`src/rtl/core/dahdsr_pkg.sv`:
```
package dahdsr_pkg;

	localparam int SAMPLES_PER_CHUNK = 8;
	localparam logic [31:0] FULL_LEVEL = 32'h4000_0000;
	localparam logic [15:0] SUSTAIN_COUNT = 16'hFFFF;
	localparam int GAIN_SHIFT = 14;
	localparam int STEP_SHIFT = 17;
	localparam int DIV_BITS = 33;

	typedef enum logic [2:0] {
		ST_IDLE, ST_DELAY, ST_ATTACK, ST_HOLD, ST_DECAY, ST_SUSTAIN, ST_RELEASE, ST_FORCED
	} stage_t;

	typedef enum logic [1:0] {
		K_NOTE_ON, K_NOTE_OFF, K_CHUNK, K_UNUSED
	} kind_t;

	typedef enum logic [2:0] {
		REG_DELAY, REG_ATTACK, REG_HOLD, REG_DECAY, REG_SUSTAIN, REG_RELEASE, REG_RETRIG,
		REG_NONE
	} reg_idx_t;

	typedef enum logic [2:0] {
		C_IDLE, C_EVENT, C_ADV, C_WAIT, C_MUL, C_OUT
	} ctrl_state_t;

	typedef struct packed {
		logic [1:0] kind;
		logic signed [15:0] sample_0;
		logic signed [15:0] sample_1;
		logic signed [15:0] sample_2;
		logic signed [15:0] sample_3;
		logic signed [15:0] sample_4;
		logic signed [15:0] sample_5;
		logic signed [15:0] sample_6;
		logic signed [15:0] sample_7;
	} in_t;

	typedef struct packed {
		logic signed [15:0] out_0;
		logic signed [15:0] out_1;
		logic signed [15:0] out_2;
		logic signed [15:0] out_3;
		logic signed [15:0] out_4;
		logic signed [15:0] out_5;
		logic signed [15:0] out_6;
		logic signed [15:0] out_7;
		logic [2:0] stage;
	} out_t;

	typedef struct packed {
		logic load_in;
		logic note_on;
		logic note_off;
		logic advance;
		logic mul_start;
		logic mul_step;
		logic mul_end;
		logic [2:0] idx;
	} cmd_t;

	typedef struct packed {
		logic [1:0] kind;
		logic stage_idle;
		logic chunks_zero;
		logic div_busy;
	} sts_t;

endpackage

```
`src/rtl/core/dahdsr_envelope_gain_top.sv`:
```
// Envelope gain block: delay, attack, hold, decay, sustain and release stages,
// with a forced fade on retrigger, applied to chunks of eight 16-bit samples.
// A request on the input channel is a note-on, a note-off or a sample chunk.
// Only a chunk makes a result request on the output channel: eight scaled
// samples and the stage in which the chunk was processed.
// One request is handled at a time; in_stall stays high until it is finished
// and, for a chunk, until its result has been taken.
// A note event that starts a slope waits for the divider before it finishes.
// A chunk first steps through each stage that has run out, and each stage
// change that starts a slope waits for the divider; the 33-step divider
// finds each slope and the one multiplier scales one sample a cycle.
// The result is held while out_stall is high and nothing else moves.
// Configuration writes are registered and are read by any later event or stage change, also within a request.
// Reset returns the envelope to idle with zero level and the registers to
// their default lengths and sustain level.
module dahdsr_envelope_gain_top (
	input logic clk,
	input logic arst_n,
	input logic in_valid,
	output logic in_stall,
	input dahdsr_pkg::in_t in_data,
	output logic out_valid,
	input logic out_stall,
	output dahdsr_pkg::out_t out_data,
	input logic cfg_we,
	input logic [2:0] cfg_index,
	input logic [30:0] cfg_data
);
	import dahdsr_pkg::*;

	cmd_t cmd;
	sts_t sts;

	dahdsr_ctrl u_ctrl (
		.clk(clk),
		.arst_n(arst_n),
		.in_valid(in_valid),
		.in_stall(in_stall),
		.out_valid(out_valid),
		.out_stall(out_stall),
		.sts(sts),
		.cmd(cmd)
	);

	dahdsr_dp u_dp (
		.clk(clk),
		.arst_n(arst_n),
		.cfg_we(cfg_we),
		.cfg_index(cfg_index),
		.cfg_data(cfg_data),
		.in_data(in_data),
		.cmd(cmd),
		.sts(sts),
		.out_data(out_data)
	);

endmodule

```
`src/rtl/core/dahdsr_div.sv`:
```
module dahdsr_div (
	input logic clk,
	input logic arst_n,
	input logic go,
	input logic signed [32:0] num,
	input logic [15:0] den,
	output logic busy,
	output logic [31:0] quo
);
	import dahdsr_pkg::*;

	logic [5:0] cnt_q;
	logic busy_q;
	logic neg_q;
	logic [15:0] den_q;
	logic [15:0] rem_q;
	logic [32:0] quo_q;
	logic [32:0] mag;
	logic [16:0] shifted;
	logic fits;
	logic [32:0] signed_quo;

	assign mag = num[32] ? 33'(-num) : num;
	assign shifted = {rem_q, quo_q[32]};
	assign fits = shifted >= {1'b0, den_q};

	always_ff @(posedge clk or negedge arst_n) begin
		if (!arst_n) begin
			busy_q <= 1'b0;
			cnt_q <= '0;
		end else if (go) begin
			busy_q <= 1'b1;
			cnt_q <= 6'(DIV_BITS);
		end else if (busy_q) begin
			cnt_q <= cnt_q - 6'd1;
			if (cnt_q == 6'd1) begin
				busy_q <= 1'b0;
			end
		end
	end

	// Restoring division on the magnitude, one quotient bit per cycle.
	always_ff @(posedge clk) begin
		if (go) begin
			neg_q <= num[32];
			den_q <= den;
			rem_q <= '0;
			quo_q <= mag;
		end else if (busy_q) begin
			rem_q <= fits ? 16'(shifted - {1'b0, den_q}) : shifted[15:0];
			quo_q <= {quo_q[31:0], fits};
		end
	end

	assign signed_quo = neg_q ? 33'(-quo_q) : quo_q;
	assign quo = signed_quo[31:0];
	assign busy = busy_q;

endmodule

```
`src/rtl/core/dahdsr_dp.sv`:
```
module dahdsr_dp (
	input logic clk,
	input logic arst_n,
	input logic cfg_we,
	input logic [2:0] cfg_index,
	input logic [30:0] cfg_data,
	input dahdsr_pkg::in_t in_data,
	input dahdsr_pkg::cmd_t cmd,
	output dahdsr_pkg::sts_t sts,
	output dahdsr_pkg::out_t out_data
);
	import dahdsr_pkg::*;

	logic [15:0] delay_q, attack_q, hold_q, decay_q, release_q, retrig_q;
	logic [30:0] sustain_q;

	in_t item_q;
	stage_t stage_q, stage_n;
	logic [31:0] level_q, level_n;
	logic [31:0] step_q, step_n;
	logic [15:0] chunks_q, chunks_n;
	logic [31:0] g_q;
	logic [2:0] ostage_q;
	logic signed [15:0] outs_q [SAMPLES_PER_CHUNK];

	logic div_go;
	logic signed [32:0] div_num;
	logic [15:0] div_den;
	logic div_busy;
	logic div_busy_d_q;
	logic [31:0] div_quo;

	logic signed [15:0] samp;
	logic signed [47:0] prod;
	logic [31:0] d_step;

	always_ff @(posedge clk or negedge arst_n) begin
		if (!arst_n) begin
			delay_q <= 16'd0;
			attack_q <= 16'd58;
			hold_q <= 16'd14;
			decay_q <= 16'd193;
			sustain_q <= 31'd536870912;
			release_q <= 16'd1654;
			retrig_q <= 16'd28;
		end else if (cfg_we) begin
			unique case (reg_idx_t'(cfg_index))
				REG_DELAY: delay_q <= cfg_data[15:0];
				REG_ATTACK: attack_q <= cfg_data[15:0];
				REG_HOLD: hold_q <= cfg_data[15:0];
				REG_DECAY: decay_q <= cfg_data[15:0];
				REG_SUSTAIN: sustain_q <= cfg_data;
				REG_RELEASE: release_q <= cfg_data[15:0];
				REG_RETRIG: retrig_q <= cfg_data[15:0];
				default: ;
			endcase
		end
	end

	always_comb begin
		logic do_clean, do_attack, do_decay, do_release, do_forced;
		do_clean = 1'b0;
		do_attack = 1'b0;
		do_decay = 1'b0;
		do_release = 1'b0;
		do_forced = 1'b0;
		stage_n = stage_q;
		chunks_n = chunks_q;
		level_n = level_q;
		step_n = step_q;
		div_go = 1'b0;
		div_num = '0;
		div_den = '0;

		if (cmd.note_on) begin
			if (stage_q == ST_IDLE || stage_q == ST_DELAY || retrig_q == 16'd0) begin
				do_clean = 1'b1;
			end else if (stage_q != ST_FORCED) begin
				do_forced = 1'b1;
			end
		end
		if (cmd.note_off) begin
			if (stage_q != ST_RELEASE && stage_q != ST_IDLE && stage_q != ST_FORCED) begin
				do_release = 1'b1;
			end
		end
		if (cmd.advance) begin
			unique case (stage_q)
				ST_DELAY: do_attack = 1'b1;
				ST_FORCED: do_clean = 1'b1;
				ST_ATTACK: begin
					if (hold_q != 16'd0) begin
						stage_n = ST_HOLD;
						chunks_n = hold_q;
						level_n = FULL_LEVEL;
						step_n = '0;
					end else begin
						do_decay = 1'b1;
					end
				end
				ST_HOLD: do_decay = 1'b1;
				ST_DECAY: begin
					stage_n = ST_SUSTAIN;
					chunks_n = SUSTAIN_COUNT;
					level_n = {1'b0, sustain_q};
					step_n = '0;
				end
				ST_SUSTAIN: chunks_n = SUSTAIN_COUNT;
				ST_RELEASE: stage_n = ST_IDLE;
				default: ;
			endcase
		end
		if (do_clean) begin
			if (delay_q != 16'd0) begin
				stage_n = ST_DELAY;
				chunks_n = delay_q;
				level_n = '0;
				step_n = '0;
			end else begin
				do_attack = 1'b1;
			end
		end
		if (do_attack) begin
			stage_n = ST_ATTACK;
			chunks_n = attack_q;
			if (attack_q == 16'd0) begin
				level_n = FULL_LEVEL;
				step_n = '0;
			end else begin
				level_n = '0;
				div_go = 1'b1;
				div_num = {1'b0, FULL_LEVEL};
				div_den = attack_q;
			end
		end
		if (do_decay) begin
			stage_n = ST_DECAY;
			chunks_n = decay_q;
			if (decay_q == 16'd0) begin
				level_n = {1'b0, sustain_q};
				step_n = '0;
			end else begin
				level_n = FULL_LEVEL;
				div_go = 1'b1;
				div_num = $signed({2'b00, sustain_q}) - $signed({1'b0, FULL_LEVEL});
				div_den = decay_q;
			end
		end
		if (do_release) begin
			stage_n = ST_RELEASE;
			chunks_n = release_q;
			if (release_q == 16'd0) begin
				level_n = '0;
				step_n = '0;
			end else begin
				div_go = 1'b1;
				div_num = 33'(-$signed({level_q[31], level_q}));
				div_den = release_q;
			end
		end
		if (do_forced) begin
			stage_n = ST_FORCED;
			chunks_n = retrig_q;
			div_go = 1'b1;
			div_num = 33'(-$signed({level_q[31], level_q}));
			div_den = retrig_q;
		end
		if (cmd.mul_end && stage_q != ST_IDLE) begin
			level_n = level_q + step_q;
			chunks_n = chunks_q - 16'd1;
		end
	end

	dahdsr_div u_div (
		.clk(clk),
		.arst_n(arst_n),
		.go(div_go),
		.num(div_num),
		.den(div_den),
		.busy(div_busy),
		.quo(div_quo)
	);

	always_ff @(posedge clk or negedge arst_n) begin
		if (!arst_n) begin
			stage_q <= ST_IDLE;
			level_q <= '0;
			step_q <= '0;
			chunks_q <= '0;
			div_busy_d_q <= 1'b0;
		end else begin
			stage_q <= stage_n;
			level_q <= level_n;
			chunks_q <= chunks_n;
			div_busy_d_q <= div_busy;
			// The slope is loaded from the quotient once the delayed busy flag shows that the divider has finished.
			if (div_busy_d_q && !div_busy) begin
				step_q <= div_quo;
			end else begin
				step_q <= step_n;
			end
		end
	end

	always_comb begin
		case (cmd.idx)
			3'd0: samp = item_q.sample_0;
			3'd1: samp = item_q.sample_1;
			3'd2: samp = item_q.sample_2;
			3'd3: samp = item_q.sample_3;
			3'd4: samp = item_q.sample_4;
			3'd5: samp = item_q.sample_5;
			3'd6: samp = item_q.sample_6;
			default: samp = item_q.sample_7;
		endcase
	end

	assign d_step = 32'($signed(step_q) >>> STEP_SHIFT);
	assign prod = $signed(g_q + d_step) * samp;

	always_ff @(posedge clk) begin
		if (cmd.load_in) begin
			item_q <= in_data;
		end
		if (cmd.mul_start) begin
			g_q <= 32'($signed(level_q) >>> GAIN_SHIFT);
			ostage_q <= 3'(stage_q);
		end
		if (cmd.mul_step) begin
			g_q <= g_q + d_step;
			outs_q[cmd.idx] <= (ostage_q == 3'(ST_IDLE)) ? 16'sd0 : prod[31:16];
		end
	end

	assign sts.kind = item_q.kind;
	assign sts.stage_idle = (stage_q == ST_IDLE);
	assign sts.chunks_zero = (chunks_q == 16'd0);
	assign sts.div_busy = div_busy;

	assign out_data.out_0 = outs_q[0];
	assign out_data.out_1 = outs_q[1];
	assign out_data.out_2 = outs_q[2];
	assign out_data.out_3 = outs_q[3];
	assign out_data.out_4 = outs_q[4];
	assign out_data.out_5 = outs_q[5];
	assign out_data.out_6 = outs_q[6];
	assign out_data.out_7 = outs_q[7];
	assign out_data.stage = ostage_q;

endmodule

```
`src/rtl/core/dahdsr_ctrl.sv`:
```
module dahdsr_ctrl (
	input logic clk,
	input logic arst_n,
	input logic in_valid,
	output logic in_stall,
	output logic out_valid,
	input logic out_stall,
	input dahdsr_pkg::sts_t sts,
	output dahdsr_pkg::cmd_t cmd
);
	import dahdsr_pkg::*;

	ctrl_state_t state_q, state_n;
	logic [2:0] cnt_q;
	logic ret_adv_q;

	always_comb begin
		state_n = state_q;
		unique case (state_q)
			C_IDLE: if (in_valid) state_n = C_EVENT;
			C_EVENT: begin
				unique case (kind_t'(sts.kind))
					K_NOTE_ON, K_NOTE_OFF: state_n = C_WAIT;
					K_CHUNK: state_n = C_ADV;
					default: state_n = C_IDLE;
				endcase
			end
			C_ADV: begin
				if (!sts.stage_idle && sts.chunks_zero) begin
					state_n = C_WAIT;
				end else begin
					state_n = C_MUL;
				end
			end
			C_WAIT: begin
				if (!sts.div_busy) begin
					state_n = ret_adv_q ? C_ADV : C_IDLE;
				end
			end
			C_MUL: if (cnt_q == 3'(SAMPLES_PER_CHUNK - 1)) state_n = C_OUT;
			C_OUT: if (!out_stall) state_n = C_IDLE;
			default: state_n = C_IDLE;
		endcase
	end

	always_comb begin
		cmd = '0;
		cmd.idx = cnt_q;
		in_stall = (state_q != C_IDLE);
		out_valid = (state_q == C_OUT);
		unique case (state_q)
			C_IDLE: cmd.load_in = in_valid;
			C_EVENT: begin
				cmd.note_on = (sts.kind == K_NOTE_ON);
				cmd.note_off = (sts.kind == K_NOTE_OFF);
			end
			C_ADV: begin
				cmd.advance = !sts.stage_idle && sts.chunks_zero;
				cmd.mul_start = sts.stage_idle || !sts.chunks_zero;
			end
			C_MUL: begin
				cmd.mul_step = 1'b1;
				cmd.mul_end = (cnt_q == 3'(SAMPLES_PER_CHUNK - 1));
			end
			default: ;
		endcase
	end

	always_ff @(posedge clk or negedge arst_n) begin
		if (!arst_n) begin
			state_q <= C_IDLE;
			cnt_q <= '0;
			ret_adv_q <= 1'b0;
		end else begin
			state_q <= state_n;
			if (state_q == C_MUL) begin
				cnt_q <= cnt_q + 3'd1;
			end else begin
				cnt_q <= '0;
			end
			if (state_q == C_ADV) begin
				ret_adv_q <= 1'b1;
			end else if (state_q == C_EVENT) begin
				ret_adv_q <= 1'b0;
			end
		end
	end

	a_one_item: assert property (@(posedge clk) disable iff (!arst_n)
		out_valid |-> in_stall)
		else $error("input taken while a result is pending");

	a_no_div_in_mul: assert property (@(posedge clk) disable iff (!arst_n)
		(state_q == C_MUL) |-> !sts.div_busy)
		else $error("samples scaled while the slope is still being divided");

	a_single_result: assert property (@(posedge clk) disable iff (!arst_n)
		(out_valid && !out_stall) |=> !out_valid)
		else $error("result repeated after delivery");

endmodule

```
`config.mk`:
```
export PLATFORM = sky130hd
export DESIGN_NAME = dahdsr_envelope_gain_top
export DESIGN_NICKNAME = d
export VERILOG_FILES = /design/src/rtl/core/dahdsr_pkg.sv /design/src/rtl/core/dahdsr_envelope_gain_top.sv /design/src/rtl/core/dahdsr_div.sv /design/src/rtl/core/dahdsr_dp.sv /design/src/rtl/core/dahdsr_ctrl.sv
export SDC_FILE = /design/constraint.sdc
export NUM_CORES = 2
export LEC_CHECK = 0
export BUFFER_PORTS_ARGS = -buffer_cell sky130_fd_sc_hd__buf_2
export CAP_MARGIN = 20
export CORE_UTILIZATION = 50
export DETAILED_ROUTE_END_ITERATION = 8
export PLACE_DENSITY = 0.68
export RECOVER_POWER = 50
export SLEW_MARGIN = 20
export SYNTH_ARGS = -nofsm -noshare
export SYNTH_HDL_FRONTEND = slang
export SYNTH_SLANG_ARGS = --single-unit
```
`constraint.sdc`:
```
create_clock -name clk -period 13.1 [get_ports clk]
set_clock_uncertainty 0.05 [all_clocks]
set_input_delay 0.655 -clock clk [delete_from_list [all_inputs] [get_ports clk]]
set_output_delay 0.655 -clock clk [all_outputs]
set_load 0.03 [all_outputs]
```
==> metrics.txt <==
# TYPE chip_impl_metric gauge
chip_impl_info{name="outcome",value="finished with violations"} 1
chip_impl_info{name="violations_in_the_final_reports",value="max-capacitance violations, max-slew violations"} 1
chip_impl_metric{name="final-hold-violation-count",unit=""} 0
chip_impl_metric{name="ctsHtreeMaxLevel",unit=""} 3
chip_impl_metric{name="max_freq",unit="MHz"} 94.52
chip_impl_info{name="end_kind",value="flip-flop"} 1
chip_impl_metric{name="grt_pass1_vias",unit=""} 30416
chip_impl_metric{name="post-route-drc-count",unit=""} 0
chip_impl_metric{name="routed_wire_length_per_instance",unit="um"} 21.39
chip_impl_info{name="yosys_most_used_dff",value="sky130_fd_sc_hd__edfxtp_1"} 1
chip_impl_metric{name="wirelength",unit="um"} 113000
chip_impl_metric{name="floorplan.core_area",unit="um2"} 79390
chip_impl_metric{name="timing.final.max_slew_violations",unit=""} 326
chip_impl_info{name="worst_setup_path_start_kind",value="flip-flop"} 1
chip_impl_metric{name="post_synth_inst_count",unit=""} 3883
chip_impl_metric{name="overflow_left_after_global_routing",unit=""} 0
chip_impl_metric{name="worstPathBufferInverterCount",unit=""} 5
chip_impl_metric{name="crit_fanout",unit=""} 34
chip_impl_info{name="critPathMostFrequentCell",value="sky130_fd_sc_hd__fa_1"} 1
chip_impl_metric{name="slew-limit-headroom",unit=""} -2.319
chip_impl_metric{name="detail-route-antenna-nets",unit=""} 0
chip_impl_metric{name="buffer_ports.inserted",unit=""} 301
chip_impl_metric{name="finalSetupTns",unit="ns"} 0
chip_impl_metric{name="syn_nets",unit=""} 4537
chip_impl_metric{name="finalNonFillerCells",unit=""} 5282
chip_impl_metric{name="placedCellCount",unit=""} 5152
chip_impl_metric{name="ctsLongestPathBuffers",unit=""} 3
chip_impl_metric{name="rrSetupSlack",unit="ns"} 2.52
chip_impl_metric{name="global_route.usage.total",unit=""} 0.2787
chip_impl_metric{name="finalWorstPathRequiredPeriod",unit="ns"} 10.58
chip_impl_metric{name="final_net_count",unit=""} 4825
chip_impl_info{name="gr-max-usage-layer",value="met2"} 1
chip_impl_metric{name="cts-resized-gates",unit=""} 0
chip_impl_metric{name="grt_start_max_net_pins",unit=""} 87
chip_impl_metric{name="synth_async_sr_flop_share",unit=""} 0.3853
chip_impl_metric{name="area_growth",unit="%"} 12.79
chip_impl_metric{name="drt_first_iter_violations",unit=""} 2842
chip_impl_metric{name="routabilityCongestion",unit=""} 0.9490
chip_impl_metric{name="synth_cell_type_count",unit=""} 89
chip_impl_metric{name="place.detailed.hpwl",unit="um"} 85200
chip_impl_metric{name="yosysSeqAreaShare",unit=""} 0.4040
chip_impl_metric{name="clk_transition_reported_paths",unit="ns"} 0.06
chip_impl_metric{name="firstDrtPassIters",unit=""} 9
chip_impl_metric{name="netlist_area",unit="um2"} 40290
chip_impl_info{name="cts_tree",value="done"} 1
chip_impl_metric{name="io_pins",unit=""} 302
chip_impl_info{name="worst_hold_path_type",value="in -> reg"} 1
chip_impl_metric{name="cp_slowest_stage_delay",unit="ns"} 1.11
chip_impl_metric{name="clk-insertion-delay-late",unit="ns"} 0.64
chip_impl_metric{name="synth-edff-count",unit=""} 343
chip_impl_info{name="slowest_stage",value="sky130_fd_sc_hd__or4_2"} 1
chip_impl_metric{name="cap_viol_max_count",unit=""} 6
chip_impl_info{name="grt_setup_unrepaired",value="no"} 1
chip_impl_metric{name="vias",unit=""} 30416
chip_impl_metric{name="dieWidth",unit="um"} 285.9
chip_impl_metric{name="floorplan.initialDensity",unit=""} 0.5075
chip_impl_metric{name="syn_avg_cell_area",unit="um2"} 10.38
chip_impl_metric{name="tritoncts.num_buffers",unit=""} 66
chip_impl_metric{name="vias_per_cell",unit=""} 5.758
chip_impl_metric{name="post_route_cells_drive_above_1_share",unit=""} 0.1307
chip_impl_metric{name="globalRouteMet2Util",unit=""} 0.4582
chip_impl_metric{name="grt_pass1_wl",unit="um"} 175800
chip_impl_metric{name="layout_worst_path_cycle_share",unit=""} 0.8076
chip_impl_metric{name="data_required_time_of_the_critical_path",unit="ns"} 13.42
chip_impl_metric{name="tritoncts_num_sinks",unit=""} 584
chip_impl_metric{name="timing.critical_path.arrival",unit="ns"} 10.90
chip_impl_metric{name="die_h",unit="um"} 285.9
chip_impl_metric{name="row_count",unit=""} 103
chip_impl_metric{name="number_of_setup_violations_in_the_final_report",unit=""} 0
chip_impl_info{name="root_buffer",value="sky130_fd_sc_hd__clkbuf_16"} 1
chip_impl_metric{name="global_route.usage.met1",unit=""} 0.3734
chip_impl_metric{name="die_outline_area",unit="um2"} 81720
chip_impl_metric{name="ys_seq_elements",unit=""} 584
chip_impl_metric{name="grt_antenna_before_repair",unit=""} 7
chip_impl_info{name="critical-path-top-delay-family",value="adder cells"} 1
chip_impl_metric{name="ys.warnings.count",unit=""} 0
chip_impl_info{name="critPathKind",value="reg -> reg"} 1
chip_impl_metric{name="gr-usage-met3",unit=""} 0.04553
chip_impl_metric{name="worst_slew_pin_slew",unit="ns"} 4.978
repair_timing:
action	CTS	global route
endpoints found under the setup margin	0	0
hold endpoints to repair	13	0
setup buffers	0	0
hold buffers	1	0
synthesized netlist by cell type (all sizes together) (34+ instances only):
| cell | number | area, um2 |
|---|---|---|
| nor4 | 39 | 244.0 |
| clkbuf | 147 | 551.8 |
| nor2 | 375 | 1408 |
| o22ai | 34 | 212.7 |
| a21o | 47 | 352.8 |
| edfxtp | 343 | 10300 |
| dfrtp | 204 | 5105 |
| fa | 306 | 6126 |
| a22oi | 64 | 480.5 |
| xnor2 | 116 | 1016 |
| nor3 | 62 | 315.3 |
| o21ai | 195 | 975.9 |
| xor2 | 95 | 832.1 |
| ha | 179 | 2240 |
| nand2 | 412 | 1546 |
| nand3 | 36 | 180.2 |
| mux2 | 134 | 1509 |
| nand2b | 41 | 256.5 |
| a21oi | 148 | 740.7 |
| inv | 459 | 1723 |
layout make-up:
cell class | instances | area [um2]
multi-input cells | 2682 | 21850
diodes | 7 | 17.52
well taps | 1050 | 1314
clock buffers | 83 | 1861
clock inverters | 39 | 520.5
fillers | 6885 | 33950
inverters | 459 | 1723
flip-flops and latches | 584 | 16280
repair buffers | 378 | 1878
registers in the layout, indices dropped and copies added, names as in the netlist, 2 cells and up:
register	flops
u_ctrl.cnt_q	3
u_ctrl.state_q	3
u_dp.attack_q	16
u_dp.chunks_q	16
u_dp.decay_q	16
u_dp.delay_q	16
u_dp.g_q	32
u_dp.hold_q	16
u_dp.item_q	128
u_dp.level_q	32
u_dp.ostage_q	3
u_dp.outs_q	128
u_dp.release_q	16
u_dp.retrig_q	16
u_dp.stage_q	3
u_dp.step_q	32
u_dp.sts	2
u_dp.sustain_q	31
u_dp.u_div.cnt_q	6
u_dp.u_div.den_q	16
u_dp.u_div.quo_q	33
u_dp.u_div.rem_q	16
worst paths after layout:
check,from,to,cells after the start
setup / recovery,u_ctrl.cnt_q[2],u_dp.outs_q[1][15],30
hold / removal,in_data[1],u_dp.item_q[1],1
setup reg to reg,u_ctrl.cnt_q[2],u_dp.outs_q[1][15],30
hold reg to reg,u_dp.u_div.rem_q[15],u_dp.u_div.rem_q[15],2
max in group asynchronous,arst_n,u_dp.attack_q[15],4
min in group asynchronous,arst_n,u_dp.level_q[13],2
cells by family (layout without fill, tap and decap cells):
group	count (synthesis)	after routing	synth area share
fa+ha+maj	485	485	0.2076
simple gates	1127	1127	0.1261
compound gates	700	700	0.1131
flops	584	584	0.4040
mux	154	154	0.04273
buf+inv	617	959	0.05773
other cells	0	7	0
xor+xnor	216	216	0.04866
per-layer routing:
metal | routed length, um | share of wire | vias up
met3 | 9303 | 0.082 | 209
met2 | 53310 | 0.47 | 1342
li1 | - | - | 13880
met4 | 3746 | 0.033 | 0
met1 | 46640 | 0.41 | 14985
met5 | 0 | 0 | -
cells in the final DEF (no fill, tap or decap), types with 22 or more instances in the layout:
cell and instances:
sky130_fd_sc_hd__inv_1 459, sky130_fd_sc_hd__nand2_1 412, sky130_fd_sc_hd__nor2_1 375, sky130_fd_sc_hd__edfxtp_1 343
sky130_fd_sc_hd__fa_1 306, sky130_fd_sc_hd__dfrtp_1 204, sky130_fd_sc_hd__o21ai_0 184, sky130_fd_sc_hd__ha_1 179
sky130_fd_sc_hd__buf_2 164, sky130_fd_sc_hd__clkbuf_1 154, sky130_fd_sc_hd__a21oi_1 145, sky130_fd_sc_hd__mux2_2 134
sky130_fd_sc_hd__xnor2_1 112, sky130_fd_sc_hd__xor2_1 93, sky130_fd_sc_hd__clkbuf_16 70, sky130_fd_sc_hd__buf_4 66
sky130_fd_sc_hd__a22oi_1 64, sky130_fd_sc_hd__nor3_1 57, sky130_fd_sc_hd__a21o_1 47, sky130_fd_sc_hd__nand2b_1 41
sky130_fd_sc_hd__nand3_1 36, sky130_fd_sc_hd__nor4_1 36, sky130_fd_sc_hd__o22ai_1 34, sky130_fd_sc_hd__a222oi_1 24
sky130_fd_sc_hd__o31ai_1 22
stage by stage:
| step | util | instance area, um2 | hold WS, ns | setup WS [ns] |
|---|---|---|---|---|
| global route | 0.5724 | 45440 | 0.1315 | 1.916 |
| CTS | 0.5752 | 45660 | 0.1249 | 2.303 |
| finish | 0.5724 | 45440 | 0.1552 | 2.520 |
| global placement | 0.5448 | 43250 | 0.4090 | 2.710 |
| floorplan | - | 40290 | 0.3094 | 3.215 |
| detailed placement | 0.5451 | 43270 | 0.4090 | 2.378 |
Power is not shown: default switching activity piles up to over one toggle a cycle in this logic, so the estimate is an artifact.
